## src/rtl/soi_pkg.sv

```systemverilog
package soi_pkg;

	// Field and register widths.
	localparam int COUNT_W = 32;
	localparam int STEER_W = 8;
	localparam int DPC_W   = 16;
	localparam int TURN_W  = 20;
	localparam int POS_W   = 48;
	localparam int HEAD_W  = 32;
	localparam int MAG_W   = 48;
	localparam int CFG_W   = 20;
	localparam int CFGI_W  = 2;
	localparam int IN_W    = 48;
	localparam int OUT_W   = 128;

	// CORDIC datapath: Q30 vector, 34 bits signed for headroom.
	localparam int CORDIC_STEPS = 24;
	localparam int CW           = 34;
	localparam int CI_W         = 5;
	localparam logic signed [CW-1:0] GAIN_Q30 = 34'sd652032874;

	// Product and scaling accumulator widths.
	localparam int MUL_W = 32;
	localparam int PROD_W = 64;
	localparam int ACC_W  = 80;
	localparam int SUM_W  = 52;

	// Configuration register indexes.
	localparam logic [CFGI_W-1:0] CFG_DIST_PER_COUNT = 2'd0;
	localparam logic [CFGI_W-1:0] CFG_STEER_NEUTRAL  = 2'd1;
	localparam logic [CFGI_W-1:0] CFG_TURN_PER_STEER = 2'd2;

	// Register reset values.
	localparam logic [DPC_W-1:0]   DPC_RESET     = 16'd1620;
	localparam logic [STEER_W-1:0] NEUTRAL_RESET = 8'd96;
	localparam logic [TURN_W-1:0]  TURN_RESET    = 20'd95444;

	// Arctangent of 2^-i as a binary angle, 2^32 per full turn.
	localparam logic [29:0] ATAN_TAB [0:31] = '{
		30'd536870912, 30'd316933406, 30'd167458907, 30'd85004756,
		30'd42667331,  30'd21354465,  30'd10680350,  30'd5340245,
		30'd2670163,   30'd1335087,   30'd667544,    30'd333772,
		30'd166886,    30'd83443,     30'd41722,     30'd20861,
		30'd10430,     30'd5215,      30'd2608,      30'd1304,
		30'd652,       30'd326,       30'd163,       30'd81,
		30'd41,        30'd20,        30'd10,        30'd5,
		30'd3,         30'd1,         30'd1,         30'd0
	};

endpackage

```

## src/rtl/soi_cordic.sv

```systemverilog
module soi_cordic (
	input  logic                              clk,
	input  logic                              arst_n,
	input  logic                              start,
	input  logic [soi_pkg::HEAD_W-1:0]        angle,
	output logic                              done,
	output logic signed [soi_pkg::CW-1:0]     cos_val,
	output logic signed [soi_pkg::CW-1:0]     sin_val
);

	localparam logic [soi_pkg::CI_W-1:0] LAST = soi_pkg::CI_W'(soi_pkg::CORDIC_STEPS - 1);

	logic                              busy_q;
	logic                              done_q;
	logic                              flip_q;
	logic [soi_pkg::CI_W-1:0]          i_q;
	logic signed [soi_pkg::CW-1:0]     x_q;
	logic signed [soi_pkg::CW-1:0]     y_q;
	logic signed [soi_pkg::CW-1:0]     z_q;
	logic signed [soi_pkg::CW-1:0]     dx;
	logic signed [soi_pkg::CW-1:0]     dy;
	logic signed [soi_pkg::CW-1:0]     da;
	logic                              flip;
	logic [soi_pkg::HEAD_W-1:0]        folded;

	// Fold the angle into the right half plane; flipped quadrants negate the result.
	always_comb begin
		flip   = (angle[31:30] == 2'b01) || (angle[31:30] == 2'b10);
		folded = flip ? {~angle[31], angle[30:0]} : angle;
	end

	// One micro-rotation per cycle through the shared shifter pair.
	always_comb begin
		dx = y_q >>> i_q;
		dy = x_q >>> i_q;
		da = soi_pkg::CW'(soi_pkg::ATAN_TAB[i_q]);
	end

	// Step counter; done pulses for one cycle after the last rotation.
	always_ff @(posedge clk or negedge arst_n) begin
		if (!arst_n) begin
			busy_q <= 1'b0;
			done_q <= 1'b0;
			i_q    <= '0;
		end else begin
			done_q <= busy_q && !start && (i_q == LAST);
			if (start) begin
				busy_q <= 1'b1;
				i_q    <= '0;
			end else if (busy_q) begin
				if (i_q == LAST) begin
					busy_q <= 1'b0;
				end else begin
					i_q <= i_q + 1'b1;
				end
			end
		end
	end

	// Vector and residual angle.
	always_ff @(posedge clk) begin
		if (start) begin
			x_q    <= soi_pkg::GAIN_Q30;
			y_q    <= '0;
			z_q    <= soi_pkg::CW'($signed(folded));
			flip_q <= flip;
		end else if (busy_q) begin
			if (!z_q[soi_pkg::CW-1]) begin
				x_q <= x_q - dx;
				y_q <= y_q + dy;
				z_q <= z_q - da;
			end else begin
				x_q <= x_q + dx;
				y_q <= y_q - dy;
				z_q <= z_q + da;
			end
		end
	end

	assign done    = done_q;
	assign cos_val = flip_q ? -x_q : x_q;
	assign sin_val = flip_q ? -y_q : y_q;

endmodule

```

## src/rtl/steered_odometry_integrator_core.sv

```systemverilog
// Channel  Direction  Width  Contents (lowest bit up)
// s_*      in         48     encoder_count[31:0], steer_cmd[39:32], moving[40], zero fill
// m_*      out        128    pos_x[47:0], pos_y[95:48], heading[127:96]
// cfg_*    in         20     distance_per_count, steer_neutral, turn_per_steer_unit
//
// A result is offered after the magnitude and turn products, the heading update, the
// one-rotation-per-cycle CORDIC and the scaled axes, with the shared 32x32 multiplier
// used six times; the next input can be taken in the cycle the result is offered.
// s_tready is high only while the sequencer is idle; a result waits in the output
// register, and the next item may be taken while it is still held.
// arst_n clears the pose and the previous count and returns the configuration registers to their defaults.
module steered_odometry_integrator_core (
	input  logic                           clk,
	input  logic                           arst_n,
	input  logic                           s_tvalid,
	output logic                           s_tready,
	// encoder_count, steer_cmd, moving, zero fill
	input  logic [soi_pkg::IN_W-1:0]       s_tdata,
	output logic                           m_tvalid,
	input  logic                           m_tready,
	// pos_x, pos_y, heading
	output logic [soi_pkg::OUT_W-1:0]      m_tdata,
	input  logic                           cfg_we,
	input  logic [soi_pkg::CFGI_W-1:0]     cfg_index,
	input  logic [soi_pkg::CFG_W-1:0]      cfg_data
);

	localparam logic [3:0] ST_IDLE   = 4'd0;
	localparam logic [3:0] ST_MAG    = 4'd1;
	localparam logic [3:0] ST_TURN   = 4'd2;
	localparam logic [3:0] ST_HEAD   = 4'd3;
	localparam logic [3:0] ST_CSTART = 4'd4;
	localparam logic [3:0] ST_CWAIT  = 4'd5;
	localparam logic [3:0] ST_MLO    = 4'd6;
	localparam logic [3:0] ST_MHI    = 4'd7;
	localparam logic [3:0] ST_MADD   = 4'd8;
	localparam logic [3:0] ST_MSAT   = 4'd9;
	localparam logic [3:0] ST_OUT    = 4'd10;

	logic [3:0]                          state_q;
	logic [soi_pkg::DPC_W-1:0]           dpc_q;
	logic [soi_pkg::STEER_W-1:0]         neutral_q;
	logic [soi_pkg::TURN_W-1:0]          tps_q;
	logic [soi_pkg::COUNT_W-1:0]         prev_q;
	logic signed [soi_pkg::POS_W-1:0]    x_q;
	logic signed [soi_pkg::POS_W-1:0]    y_q;
	logic [soi_pkg::HEAD_W-1:0]          head_q;
	logic [soi_pkg::COUNT_W-1:0]         absd_q;
	logic                                neg_q;
	logic [soi_pkg::STEER_W-1:0]         abss_q;
	logic                                sneg_q;
	logic                                moving_q;
	logic [soi_pkg::MAG_W-1:0]           mag_q;
	logic [soi_pkg::MUL_W-1:0]           cmx_q;
	logic [soi_pkg::MUL_W-1:0]           cmy_q;
	logic                                cnx_q;
	logic                                cny_q;
	logic                                comp_q;
	logic [soi_pkg::PROD_W-1:0]          prod_q;
	logic [soi_pkg::ACC_W-1:0]           acc_q;
	logic                                mvalid_q;
	logic [soi_pkg::OUT_W-1:0]           out_q;

	logic [soi_pkg::MUL_W-1:0]           mul_a;
	logic [soi_pkg::MUL_W-1:0]           mul_b;
	logic [soi_pkg::COUNT_W-1:0]         diff;
	logic [soi_pkg::STEER_W:0]           sdiff;
	logic [soi_pkg::MUL_W-1:0]           cm_sel;
	logic [49:0]                         r;
	logic signed [soi_pkg::SUM_W-1:0]    disp;
	logic signed [soi_pkg::SUM_W-1:0]    sum;
	logic signed [soi_pkg::POS_W-1:0]    base;
	logic signed [soi_pkg::POS_W-1:0]    sat;
	logic                                cstart;
	logic                                cdone;
	logic signed [soi_pkg::CW-1:0]       cos_val;
	logic signed [soi_pkg::CW-1:0]       sin_val;
	logic [soi_pkg::CW-1:0]              cos_abs;
	logic [soi_pkg::CW-1:0]              sin_abs;
	logic                                out_free;

	assign s_tready = (state_q == ST_IDLE);
	assign m_tvalid = mvalid_q;
	assign m_tdata  = out_q;
	assign cstart   = (state_q == ST_CSTART);
	assign out_free = !mvalid_q || m_tready;

	soi_cordic u_cordic (
		.clk     (clk),
		.arst_n  (arst_n),
		.start   (cstart),
		.angle   (head_q),
		.done    (cdone),
		.cos_val (cos_val),
		.sin_val (sin_val)
	);

	// Input differences taken at the accepting edge, and magnitudes of the CORDIC outputs.
	always_comb begin
		diff  = s_tdata[31:0] - prev_q;
		sdiff = {1'b0, s_tdata[39:32]} - {1'b0, neutral_q};
		cos_abs = cos_val[soi_pkg::CW-1] ? soi_pkg::CW'(-cos_val) : soi_pkg::CW'(cos_val);
		sin_abs = sin_val[soi_pkg::CW-1] ? soi_pkg::CW'(-sin_val) : soi_pkg::CW'(sin_val);
	end

	// Operand selection for the shared multiplier.
	always_comb begin
		cm_sel = comp_q ? cmy_q : cmx_q;
		case (state_q)
			ST_MAG: begin
				mul_a = absd_q;
				mul_b = soi_pkg::MUL_W'(dpc_q);
			end
			ST_TURN: begin
				mul_a = soi_pkg::MUL_W'(abss_q);
				mul_b = soi_pkg::MUL_W'(tps_q);
			end
			ST_MLO: begin
				mul_a = soi_pkg::MUL_W'(mag_q[23:0]);
				mul_b = cm_sel;
			end
			ST_MHI: begin
				mul_a = soi_pkg::MUL_W'(mag_q[47:24]);
				mul_b = cm_sel;
			end
			default: begin
				mul_a = '0;
				mul_b = '0;
			end
		endcase
	end

	// Signed displacement and saturating accumulate.
	always_comb begin
		r    = acc_q[79:30];
		disp = (neg_q ^ (comp_q ? cny_q : cnx_q)) ? -$signed({2'b00, r}) : $signed({2'b00, r});
		base = comp_q ? y_q : x_q;
		sum  = soi_pkg::SUM_W'(base) + disp;
		if (sum[soi_pkg::SUM_W-1:soi_pkg::POS_W-1] == '0 ||
		    sum[soi_pkg::SUM_W-1:soi_pkg::POS_W-1] == '1) begin
			sat = sum[soi_pkg::POS_W-1:0];
		end else if (sum[soi_pkg::SUM_W-1]) begin
			sat = {1'b1, {(soi_pkg::POS_W-1){1'b0}}};
		end else begin
			sat = {1'b0, {(soi_pkg::POS_W-1){1'b1}}};
		end
	end

	// Configuration registers.
	always_ff @(posedge clk or negedge arst_n) begin
		if (!arst_n) begin
			dpc_q     <= soi_pkg::DPC_RESET;
			neutral_q <= soi_pkg::NEUTRAL_RESET;
			tps_q     <= soi_pkg::TURN_RESET;
		end else if (cfg_we) begin
			case (cfg_index)
				soi_pkg::CFG_DIST_PER_COUNT: dpc_q     <= cfg_data[soi_pkg::DPC_W-1:0];
				soi_pkg::CFG_STEER_NEUTRAL:  neutral_q <= cfg_data[soi_pkg::STEER_W-1:0];
				soi_pkg::CFG_TURN_PER_STEER: tps_q     <= cfg_data[soi_pkg::TURN_W-1:0];
				default: ;
			endcase
		end
	end

	// Sequencer and pose state.
	always_ff @(posedge clk or negedge arst_n) begin
		if (!arst_n) begin
			state_q  <= ST_IDLE;
			prev_q   <= '0;
			x_q      <= '0;
			y_q      <= '0;
			head_q   <= '0;
			comp_q   <= 1'b0;
			mvalid_q <= 1'b0;
		end else begin
			// The held result leaves unless a new one is loaded in the same cycle.
			if (m_tready && state_q != ST_OUT) begin
				mvalid_q <= 1'b0;
			end
			case (state_q)
				ST_IDLE: begin
					if (s_tvalid) begin
						prev_q  <= s_tdata[31:0];
						state_q <= ST_MAG;
					end
				end
				ST_MAG:    state_q <= ST_TURN;
				ST_TURN:   state_q <= ST_HEAD;
				ST_HEAD: begin
					if (moving_q) begin
						if (sneg_q) begin
							head_q <= head_q + prod_q[31:0];
						end else begin
							head_q <= head_q - prod_q[31:0];
						end
					end
					state_q <= ST_CSTART;
				end
				ST_CSTART: state_q <= ST_CWAIT;
				ST_CWAIT: begin
					if (cdone) begin
						comp_q  <= 1'b0;
						state_q <= ST_MLO;
					end
				end
				ST_MLO:    state_q <= ST_MHI;
				ST_MHI:    state_q <= ST_MADD;
				ST_MADD:   state_q <= ST_MSAT;
				ST_MSAT: begin
					if (comp_q) begin
						y_q     <= sat;
						state_q <= ST_OUT;
					end else begin
						x_q     <= sat;
						comp_q  <= 1'b1;
						state_q <= ST_MLO;
					end
				end
				ST_OUT: begin
					if (out_free) begin
						mvalid_q <= 1'b1;
						state_q  <= ST_IDLE;
					end
				end
				default: state_q <= ST_IDLE;
			endcase
		end
	end

	// Datapath registers: multiplier product, operands, scaling accumulator and output register.
	always_ff @(posedge clk) begin
		prod_q <= mul_a * mul_b;
		if (state_q == ST_IDLE && s_tvalid) begin
			neg_q    <= diff[31];
			absd_q   <= diff[31] ? -diff : diff;
			sneg_q   <= sdiff[soi_pkg::STEER_W];
			abss_q   <= sdiff[soi_pkg::STEER_W] ? soi_pkg::STEER_W'(-sdiff)
			                                    : sdiff[soi_pkg::STEER_W-1:0];
			moving_q <= s_tdata[40];
		end
		if (state_q == ST_TURN) begin
			mag_q <= prod_q[soi_pkg::MAG_W-1:0];
		end
		if (state_q == ST_CWAIT && cdone) begin
			cmx_q <= cos_abs[soi_pkg::MUL_W-1:0];
			cmy_q <= sin_abs[soi_pkg::MUL_W-1:0];
			cnx_q <= cos_val[soi_pkg::CW-1];
			cny_q <= sin_val[soi_pkg::CW-1];
		end
		if (state_q == ST_MHI) begin
			acc_q <= soi_pkg::ACC_W'(prod_q);
		end
		if (state_q == ST_MADD) begin
			acc_q <= acc_q + {prod_q[55:0], 24'd0};
		end
		if (state_q == ST_OUT && out_free) begin
			out_q <= {head_q, y_q, x_q};
		end
	end

endmodule

```

## config.mk

```make
export PLATFORM = sky130hd
export DESIGN_NAME = steered_odometry_integrator_core
export DESIGN_NICKNAME = d
export VERILOG_FILES = /design/src/rtl/soi_pkg.sv /design/src/rtl/soi_cordic.sv /design/src/rtl/steered_odometry_integrator_core.sv
export SDC_FILE = /design/constraint.sdc
export NUM_CORES = 2
export LEC_CHECK = 0
export CAP_MARGIN = 10
export CORE_UTILIZATION = 55
export CTS_CLUSTER_SIZE = 30
export DETAILED_ROUTE_END_ITERATION = 10
export DONT_BUFFER_PORTS = 1
export GPL_ROUTABILITY_DRIVEN = 0
export PLACE_DENSITY = 0.78
export SLEW_MARGIN = 40
export SYNTH_ARGS = -nofsm -noshare
export SYNTH_HDL_FRONTEND = slang
export SYNTH_SLANG_ARGS = --single-unit
```

## constraint.sdc

```tcl
create_clock -name clk -period 21.6 [get_ports clk]
set_input_delay 2.16 -clock clk [delete_from_list [all_inputs] [get_ports clk]]
set_output_delay 2.16 -clock clk [all_outputs]
set_load 0.02 [all_outputs]
```

==> impl_metrics.json <==
{
  "critical-path-slowest-cell": "buf_4",
  "cts_resized": 0,
  "rsz0062_at_grt": "false",
  "nFillCells": 12400,
  "viasPerCell": 6.22,
  "cap_viol_max_count": 0,
  "syn_avg_cell_area_um2": 9.15,
  "start_kind": "flip-flop",
  "path_common_cell": "fa_1",
  "drc_errors": 0,
  "synth_top_flop_cell": "edfxtp_1",
  "grt_max_degree": 218,
  "worst-setup-path-type": "reg -> reg",
  "async_flop_share": 0.299,
  "coreArea_mm2": 0.150,
  "relSlewSlack": 0.378,
  "cts_buffers": 77,
  "yosys-top-cells-area": "fa_1, edfxtp_1, ha_1, dfrtp_1, nand2_1",
  "num_vias": 68500,
  "cts_tree": "yes",
  "synth-seq-area-share": 0.233,
  "ys_ff_latch": 725,
  "syn_area_mm2": 0.0830,
  "synth-edff-count": 376,
  "end_kind": "flip-flop",
  "die_h_um": 391,
  "area_delta_synth_final_pct": 5.99,
  "hold_buffers": 0,
  "fin_ws_ns": 10.71,
  "slew_violations": 0,
  "ios": 205,
  "worstHoldPathCells": 0,
  "hpwl_um": 194000,
  "clock_skew_ns": 0.0392,
  "yosysTopAreaCellShare": 0.218,
  "wl_um": 250000,
  "dr.first_iter.drc_count": 7595,
  "whs_ns": 0.461,
  "fp.dieArea_mm2": 0.153,
  "synth_cell_types": 105,
  "clk-insertion-delay-late_ns": 0.70,
  "grt.total_usage": 0.325,
  "grt_overflow": 0,
  "outcome": "finished, final reports clean",
  "cts_root_buf": "clkbuf_16",
  "pre_cts_ws_ns": 10.88,
  "hold_class": "reg -> reg",
  "fmax_mhz": 91.8,
  "final_cell_mix": "nand2_1, inv_1, nor2_1",
  "worstMarginPinSlew_ns": 0.915,
  "firstDrtPassIters": 10,
  "crit_path_max_fanout": 50,
  "cts_max_path_buffers": 3,
  "fin_nets": 10500,
  "htreeDepth": 3,
  "final_util": 0.588,
  "port_buffers": 0,
  "grt_antenna_before_repair": 16,
  "final_antenna_net_count": 0,
  "grt_pass1_wl_um": 384000,
  "start_util": 0.554,
  "min_period_over_period": 0.504,
  "clkTransAtPathRegs_ns": 0.07,
  "drive_above_1_share": 0.0628,
  "crit_path_max_incr_delay_ns": 0.74,
  "r2r_cells": 30,
  "wl_per_cell_um": 22.7,
  "ys_warn_count": 0,
  "post_cts_buffers": 0,
  "arrival_ns": 11.50,
  "chipWidth_um": 391,
  "path_buf_inv": 4,
  "cts.sinks": 725,
  "grt_pass1_vias": 68200,
  "fin_crit_ns": 10.89,
  "crit_family": "adder cells",
  "setup_viol": 0,
  "yosysTopAreaCell": "fa_1",
  "worst-path-stages": 30,
  "final_common_cell": "nand2_1",
  "fin_tns_setup_ns": 0,
  "syn_inst": 9078,
  "rows": 142,
  "hold_viol_final": 0,
  "critPathRequiredTime_ns": 22.20
}
cells in the mapped netlist (104+ instances only):
library cell / instances
mux2_2: 132
edfxtp_1: 376
dfxtp_1: 132
nand2_1: 1076
a21oi_1: 459
mux2i_1: 136
nand3_1: 104
clkbuf_1: 368
o21ai_0: 440
ha_1: 553
xor2_1: 276
nor2_1: 920
fa_1: 904
inv_1: 1013
xnor2_1: 351
a21o_1: 170
dfrtp_1: 201
per-layer routing:
layer  track usage  share of wire  vias to the layer above
met2         0.495           0.43                     4160
li1              -              -                    30100
met4         0.203          0.077                       18
met1         0.403           0.36                    33200
met5             0        0.00048                        -
met3        0.0974           0.13                     1113
state kept, by name, summed over array words and instances, names as in the netlist, 32 cells and up:
signal and flops:
cmx_q 32, x_q 48, acc_q 56, y_q 48, cmy_q 32, u_cordic.x_q 34, prod_q 64, u_cordic.y_q 34
mag_q 48, head_q 32, absd_q 32, prev_q 32, m_tdata 128, u_cordic.z_q 34
final timing paths:
kind | start | endpoint | slack [ns]
setup reg to reg | state_q[1] | prod_q[56] | 10.71
min in group asynchronous | arst_n | x_q[15] | 1.18
hold reg to reg | y_q[11] | m_tdata[59] | 0.46
hold / removal | y_q[11] | m_tdata[59] | 0.46
max in group asynchronous | arst_n | tps_q[13] | 19.94
setup / recovery | state_q[1] | prod_q[56] | 10.71
area by class of cell:
cell class | instances | area, um^2 | share of cell area
repair buffers | 98 | 777 | 0.00883
well taps | 2016 | 2520 | 0.0287
flip-flops and latches | 725 | 19400 | 0.220
clock buffers | 101 | 2140 | 0.0244
multi-input cells | 7001 | 58800 | 0.668
diodes | 11 | 27.5 | 0.000313
clock inverters | 43 | 509 | 0.00579
inverters | 1020 | 3830 | 0.0436
through the flow:
stage	instances	instance area (um^2)
global route	11000	88000
finish	11000	88000
CTS	11000	87900
global placement	10900	85200
floorplan	9204	83500
detailed placement	10900	85300
cells by family after synthesis:
kind of cell             synth area share
adder cells (fa/ha/maj)             0.301
flip-flops                          0.233
AND/OR/NAND/NOR                     0.143
multiplexers                       0.0564
XOR/XNOR                           0.0665
other                           0.0000904
buffers and inverters              0.0680
AO/OA/AOI/OAI                       0.131
worst register-to-register path: cells and delay by family, from the launching register on:
kind / cells / cell delay, ns
compound gates: 10 / 2.76
flops: 1 / 0.63
simple gates: 6 / 1.77
fa+ha+maj: 9 / 4.27
xor+xnor: 1 / 0.16
buf+inv: 4 / 1.24
Power is left out: the tool's default activity adds up to more than one toggle a clock period on the data nets, which glitch-free logic cannot reach.
